<file path="src/rtl/assert_macros.svh">
// Assertion macros used by the RTL top level
`ifndef ASSERT_MACROS_SVH
`define ASSERT_MACROS_SVH

// antecedent implies consequent in the same cycle
`define ASSERT_IMPLY(label, clk, rst_n, ante, cons) \
    label: assert property (@(posedge clk) disable iff (!rst_n) (ante) |-> (cons)) \
        else $error("implication failed");

// antecedent implies consequent in the next cycle
`define ASSERT_NEXT(label, clk, rst_n, ante, cons) \
    label: assert property (@(posedge clk) disable iff (!rst_n) (ante) |=> (cons)) \
        else $error("next-cycle implication failed");

`endif

</file>
<file path="src/rtl/wnms_pkg.sv">
// Package: constants, types and controller interface of the suppression block
`default_nettype none
package wnms_pkg;
    localparam int RADIUS_CAP = 16;
    localparam int MAX_WIDTH  = 1024;
    localparam int MAX_HEIGHT = 1024;
    localparam int VALUE_BITS = 16;
    localparam int FRAC_BITS  = VALUE_BITS - 8;
    localparam int STORE_ROWS = 2 * RADIUS_CAP + 1;
    localparam int CNT_W      = 11;
    localparam int COORD_W    = 10;
    localparam int SLOT_W     = $clog2(STORE_ROWS);
    localparam int XADDR_W    = $clog2(MAX_WIDTH);
    localparam int ADDR_W     = SLOT_W + XADDR_W;
    localparam int RAD_W      = 5;
    localparam int IDX_W      = 3;
    localparam int CFG_W      = 11;

    localparam logic [IDX_W-1:0] REG_THRESHOLD = 3'd0;
    localparam logic [IDX_W-1:0] REG_RADIUS    = 3'd1;
    localparam logic [IDX_W-1:0] REG_WIDTH     = 3'd2;
    localparam logic [IDX_W-1:0] REG_HEIGHT    = 3'd3;

    typedef enum logic [1:0] {
        ST_IDLE,
        ST_SWEEP,
        ST_DRAIN,
        ST_EMIT
    } state_t;

    typedef struct packed {
        logic load;
        logic issue;
        logic emit;
    } cmd_t;

    typedef struct packed {
        logic emit_due;
        logic last_issue;
        logic out_full;
    } status_t;
endpackage
`default_nettype wire

</file>
<file path="src/rtl/wnms_ctrl.sv">
// Controller: sequences load, window sweep, drain and result hand-off
`default_nettype none
module wnms_ctrl
    import wnms_pkg::*;
(
    input  wire logic    clk,
    input  wire logic    rst_n,
    input  wire logic    in_valid,
    output logic         in_stall,
    input  wire status_t status,
    output cmd_t         cmd
);
    state_t state_reg, state_next;

    always_ff @(posedge clk or negedge rst_n)
    begin
        if (!rst_n)
        begin
            state_reg <= ST_IDLE;
        end
        else
        begin
            state_reg <= state_next;
        end
    end

    always_comb
    begin
        state_next = state_reg;
        cmd        = '0;
        in_stall   = 1'b1;
        case (state_reg)
            ST_IDLE:
            begin
                in_stall = 1'b0;
                if (in_valid)
                begin
                    cmd.load = 1'b1;
                    if (status.emit_due)
                    begin
                        state_next = ST_SWEEP;
                    end
                end
            end
            ST_SWEEP:
            begin
                cmd.issue = 1'b1;
                if (status.last_issue)
                begin
                    state_next = ST_DRAIN;
                end
            end
            ST_DRAIN:
            begin
                state_next = ST_EMIT;
            end
            ST_EMIT:
            begin
                if (!status.out_full)
                begin
                    cmd.emit   = 1'b1;
                    state_next = ST_IDLE;
                end
            end
            default:
            begin
                state_next = ST_IDLE;
            end
        endcase
    end
endmodule
`default_nettype wire

</file>
<file path="config.mk">
export PLATFORM = sky130hd
export DESIGN_NAME = wnms_ctrl
export DESIGN_NICKNAME = d
export VERILOG_FILES = /design/src/rtl/assert_macros.svh /design/src/rtl/wnms_pkg.sv /design/src/rtl/wnms_ctrl.sv
export SDC_FILE = /design/constraint.sdc
export NUM_CORES = 1
export LEC_CHECK = 0
export ABC_CLOCK_PERIOD_IN_PS = 1500
export BUFFER_PORTS_ARGS = -buffer_cell sky130_fd_sc_hd__buf_2
export CAP_MARGIN = 25
export CORE_AREA = 3 3 40 42
export DETAILED_ROUTE_END_ITERATION = 12
export DIE_AREA = 0 0 43 45
export PLACE_DENSITY = 0.33
export SLEW_MARGIN = 20
export SYNTH_ARGS = -nofsm -noshare
export SYNTH_HDL_FRONTEND = slang
export SYNTH_SLANG_ARGS = --single-unit
</file>
<file path="constraint.sdc">
create_clock -name clk -period 1.5 [get_ports clk]
set_input_delay 0.225 -clock clk [delete_from_list [all_inputs] [get_ports clk]]
set_output_delay 0.225 -clock clk [all_outputs]
set_load 0.05 [all_outputs]
</file>
==> results of run 1 <==
==> worst max path at each step <==
stage	slack, ns	end	from
2_1_floorplan	-0.01	state_reg[1]	state_reg[1]
3_3_place_gp	0.02	state_reg[1]	state_reg[0]
3_5_place_dp	-0.006	state_reg[1]	state_reg[0]
4_1_cts	0.004	state_reg[1]	state_reg[0]
5_1_grt	-0.04	cmd[2]	state_reg[0]
6_report	0.01	state_reg[1]	state_reg[0]
==> power groups by stage <==
stage	Sequential, mW	Combinational [mW]	Clock, mW
2_1_floorplan	0.117	0.403	0
3_3_place_gp	0.123	0.550	0
3_5_place_dp	0.121	0.549	0
4_1_cts	0.105	0.688	0.129
5_1_grt	0.109	0.746	0.139
6_report	0.104	0.679	0.124
==> synth_stat cells <==
library cell and count:
a221o_1 1, nor2b_1 2, ha_1 5, mux2i_1 1, inv_1 3, dfrtp_1 2, nand2_1 1, and2_1 1
mux2_4 1, nor2_1 1
==> per-stage QoR <==
stage               utilization, %  power [mW]  setup TNS [ns]
floorplan                        -      0.5201        -0.01500
global placement             22.69      0.6729               0
detailed placement           22.69      0.6700       -0.006345
CTS                          29.11      0.9230               0
global route                 29.31      0.9934         -0.1045
finish                       29.31      0.9074               0
==> layer usage <==
| metal | up-vias | global-route usage, % | share of wire, % |
|---|---|---|---|
| met3 | 2 | 2.390 | 8.6 |
| met5 | - | 0 | 0 |
| met1 | 82 | 5.036 | 40 |
| met2 | 8 | 8.383 | 48 |
| li1 | 98 | - | - |
| met4 | 0 | 5.422 | 3.3 |
==> worst max-delay path, cell delays in order, from the launching register on <==
cell and delay (ns):
dfrtp_1 0.38, buf_6 0.13, ha_4 0.15, nor2b_4 0.11
a221o_1 0.30, mux2_4 0.30
==> layout make-up <==
type	count	area share (%)
inverter	3	2.990
sequential	2	13.29
multi-input combinational	13	42.19
timing repair buffer	16	30.56
tap	15	4.983
clock buffer	3	5.980
==> cells by family after synthesis <==
| logic type | count (synthesis) |
|---|---|
| buf+inv | 3 |
| compound gates | 1 |
| fa+ha+maj | 5 |
| mux | 2 |
| flops | 2 |
| simple gates | 5 |
==> repair_timing <==
action / CTS / global route
hold buffers: 1 / 0
pin swaps: 0 / 1
gates resized for setup: 9 / 1
buffers inserted: 2 / 0
setup endpoints to repair: 3 / 4
endpoints found under the hold margin: 2 / 0
==> flow_metrics.tcl, run 1 <==
set metrics [dict create \
    outcome "complete, no violations" \
    yosys.cell_types.count 10 \
    grt_max_degree 4 \
    die_h_um 45 \
    finalHoldViolCount 0 \
    ant_nets 0 \
    setup_viol 0 \
    fin_crit_sh_pct 99.03 \
    post-place-cells 46 \
    wirelength_um 421 \
    rows 13 \
    layout_common_cells "7 x buf_4, 6 x buf_2, 3 x clkbuf_4" \
    num_io_pins 10 \
    vias_per_cell 3.654 \
    p_leak_nw 0.1914 \
    avgSynthCellArea_um2 10.29 \
    via_count 190 \
    yosysTopAreaCell "ha_1" \
    clkLatencyLatePin_ns 0.23 \
    hold_ws_ns 0.3083 \
    ys_seq_elements 2 \
    htreeDepth 1 \
    period_minus_slack_ns 1.485 \
    hpwlAfterDp_um 337.4 \
    start_util_pct 14.41 \
    crit_type "register to register" \
    largest_reg_flops 2 \
    synth_area_um2 185.2 \
    synthCells 18 \
    synth_compound_area_share_pct 5.405 \
    grt_antenna_before_repair 0 \
    hold_class "primary input to asynchronous set/reset pin" \
    cp-start-kind "register" \
    firstDrtPassIters 1 \
    ys_seq_area_share_pct 27.03 \
    place_area_um2 291.5 \
    power.density_nw_per_um2 2409 \
    r2r-end "state_reg[1]" \
    slew_headroom_pct 83.57 \
    clock.fmax_mhz 673.2 \
    reg2regPathDepth 5 \
    fill_cells 135 \
    grt_pass1_wl_um 703 \
    dieArea_um2 1935 \
    rsz0062_at_grt "yes" \
    maxSlewViolCount 0 \
    drcViolationCount 0 \
    drive_above_1_share_pct 64.86 \
    p_comb_share_pct 74.9 \
    drt-wirelength-per-cell_um 8.096 \
    p_sw_share_pct 44.23 \
    cp.arrival_ns 1.60 \
    portBuffers 9 \
    die_x_um 43 \
    instances_no_fill 52 \
    fin_nets 50 \
    critPathMaxFanout 2 \
    path_clk_slew_ns 0.03 \
    dp_slack_ns -0.006345 \
    ir_worst_vdd_mv 0.6019 \
    antenna_cells 0 \
    cts_buffers 3 \
    area_growth_pct 103.4 \
    grt_use_total_pct 5.320 \
    core_um2 1285 \
    cp-end-kind "register" \
    maxCapViolCount 0 \
    cts_buffer_depth 2 \
    tightest_slew_ns 0.2481 \
    drtIter0Drc 0 \
    cts_tree "done" \
    fin_area_um2 376.6 \
    synth-simple-area-share_pct 14.19 \
    grt_pass1_vias 180 \
    synthTopCellsByArea "ha_1 34%, dfrtp_1 27%, mux2_4 8.1%, nor2b_1 6.8%, inv_1 6.1%" \
    multi_input_area_um2 158.9 \
    cts_sinks 2 \
    p_sw_mw 0.4014 \
    finClkSkew_ns 0.005470 \
    overflow 0 \
    routabilityCongestion 0.6995 \
    fin_ws_ns 0.01458 \
    synthXorXnorAreaFrac_pct 0 \
    final_common_cell "buf_4" \
    reg2reg_from "state_reg[0]" \
    synth_top_family_by_area "adder cells" \
    seqPwrFrac_pct 11.5 \
    cp.required_ns 1.61 \
    synth_fa_ha_area_share_pct 33.78 \
    root_buffer "clkbuf_4" \
    pwr-share-clk_pct 13.6 \
    rrSetupSlack_ns 0.01 \
    yosys_warnings 0 \
    regArea_um2 50.05 \
    p_int_mw 0.5061 \
    syn-num-nets 29 \
    post-synth-top-area-fraction_pct 33.78 \
    synth_mux_area_share_pct 13.51 \
]
Power figures use the tool's default switching activity.
==> inputs of run 2 (changes only) <==
- GPL_TIMING_DRIVEN: not set -> 0
==> run 2 against run 1 <==
Compared with the run above: register-to-register slack hardly changed; total power is 12% lower; core utilization is 3.3 points lower; maximum frequency is 0.70% lower; critical path type unchanged; largest power group unchanged.
==> flow_metrics.tcl, run 2 (same netlist as run 1, synthesis figures left out) <==
set metrics [dict create \
    cp_cell_sequence "buf_6, ha_2, a221o_1, mux2_4" \
    grt_pass1_wl_um 710 \
    reg2reg_from "state_reg[0]" \
    critPathTopFamily "flip-flops" \
    power.density_nw_per_um2 2392 \
    largest_reg_flops 2 \
    cp.required_ns 1.60 \
    dieArea_um2 1935 \
    ir_worst_vdd_mv 0.3378 \
    final_common_cell "buf_2" \
    area_growth_pct 80.40 \
    routabilityCongestion 0.6866 \
    fin_area_um2 334.1 \
    layout_common_cells "7 x buf_2, 3 x clkbuf_4" \
    rrSetupSlack_ns 0.004 \
    drtIter0Drc 0 \
    cp-start-kind "register" \
    hold_class "primary input to asynchronous set/reset pin" \
    firstDrtPassIters 1 \
    fin_util_pct 26.00 \
    ant_nets 0 \
    final.setup.tns_ns 0 \
    hpwlAfterDp_um 340.1 \
    cts_buffer_depth 2 \
    maxSlewViolCount 0 \
    crit_type "register to register" \
    core_um2 1285 \
    grt_antenna_before_repair 0 \
    fin_crit_sh_pct 99.73 \
    rows 13 \
    via_count 180 \
    start_util_pct 14.41 \
    p_leak_nw 0.1689 \
    fill_cells 152 \
    p_sw_mw 0.3739 \
    drive_above_1_share_pct 60.61 \
    finalHoldViolCount 0 \
    die_x_um 43 \
    cts_tree "done" \
    wirelength_um 443 \
    num_io_pins 10 \
    die_h_um 45 \
    slew_headroom_pct 83.36 \
    worst-path-buf-inv 1 \
    cts_sinks 2 \
    rsz0062_at_grt "yes" \
    grt_max_degree 5 \
    seqPwrFrac_pct 14.5 \
    period_minus_slack_ns 1.496 \
    vias_per_cell 3.750 \
    root_buffer "clkbuf_4" \
    grt_pass1_vias 188 \
    tightest_slew_ns 0.2513 \
    htreeDepth 1 \
    place_area_um2 261.5 \
    reg2regPathDepth 4 \
    cp.arrival_ns 1.60 \
    overflow 0 \
    drcViolationCount 0 \
    grt_use_total_pct 6.068 \
    path_clk_slew_ns 0.03 \
    outcome "complete, no violations" \
    p_comb_share_pct 70.7 \
    maxCapViolCount 0 \
    setup_viol 0 \
    pwr-share-clk_pct 14.8 \
    r2r-end "state_reg[1]" \
    antenna_cells 0 \
    critPathMaxFanout 2 \
    drt-wirelength-per-cell_um 9.229 \
    portBuffers 9 \
    p_sw_share_pct 46.80 \
    cts_buffers 3 \
    p_int_mw 0.4251 \
    clock.fmax_mhz 668.5 \
    fin_nets 46 \
    cp-end-kind "register" \
    cp_slowest_cell "dfrtp_1" \
    finClkSkew_ns 0.003403 \
    cpPeakStageDelay_ns 0.38 \
    clkLatencyLatePin_ns 0.23 \
]
-- run 2: cell types whose count changed in the layout (fill, tap and decap cells not counted), sizes merged --
cell  change
buf       -4
-- run 2: repair_timing --
action / 4_1_cts / 5_1_grt
gates cloned: 0 / 0
hold buffers: 1 / 0
buffers inserted: 2 / 0
pin swaps: 1 / 2
endpoints found under the setup margin: 3 / 5
gates resized for setup: 4 / 4
hold endpoints to repair: 2 / 0
-- run 2: routing by layer --
layer / wire length [um] / part of all wire (%) / GRT usage (%) / vias up
met5: 0 / 0 / 0 / -
met4: 36 / 8.1 / 12.65 / 0
met3: 38 / 8.6 / 2.390 / 4
met2: 220 / 50 / 8.982 / 10
met1: 147 / 33 / 3.837 / 79
li1: - / - / - / 87
-- run 2: worst max-delay path by stage --
stage / start / end / slack, ns / depth (start not counted)
finish: state_reg[0] / state_reg[1] / 0.004 / 4
floorplan: state_reg[1] / state_reg[1] / -0.01 / 5
detailed placement: state_reg[0] / state_reg[1] / -0.08 / 4
global route: state_reg[0] / state_reg[1] / -0.04 / 4
CTS: state_reg[0] / state_reg[1] / -0.003 / 5
global placement: state_reg[0] / state_reg[1] / -0.08 / 4
-- run 2: final cells by class --
cell class / instances / area [um2] / share of cell area [%]
inverter: 3 / 11.26 / 3.371
timing repair buffer: 12 / 82.58 / 24.72
tap: 15 / 18.77 / 5.618
clock buffer: 3 / 22.52 / 6.742
sequential: 2 / 50.05 / 14.98
multi-input combinational: 13 / 148.9 / 44.57
-- run 2: stage by stage --
step / hold slack [ns] / total power [mW] / worst slack, ns / instances
after global placement: 0.009673 / 0.5865 / -0.08431 / 42
after CTS: 0.3070 / 0.7920 / -0.003249 / 48
after floorplan: -0.07059 / 0.5201 / -0.01060 / 18
after global routing: 0.3209 / 0.8668 / -0.03699 / 48
final: 0.3135 / 0.7990 / 0.004078 / 48
after detailed placement: 0.01314 / 0.5871 / -0.07670 / 42
-- run 2: power by group through the flow --
stage | logic [mW] | clock network (mW) | registers (mW)
after floorplan | 0.403 | 0 | 0.117
after detailed placement | 0.463 | 0 | 0.124
after CTS | 0.551 | 0.128 | 0.114
final | 0.565 | 0.119 | 0.116
after global routing | 0.613 | 0.135 | 0.119
after global placement | 0.459 | 0 | 0.128
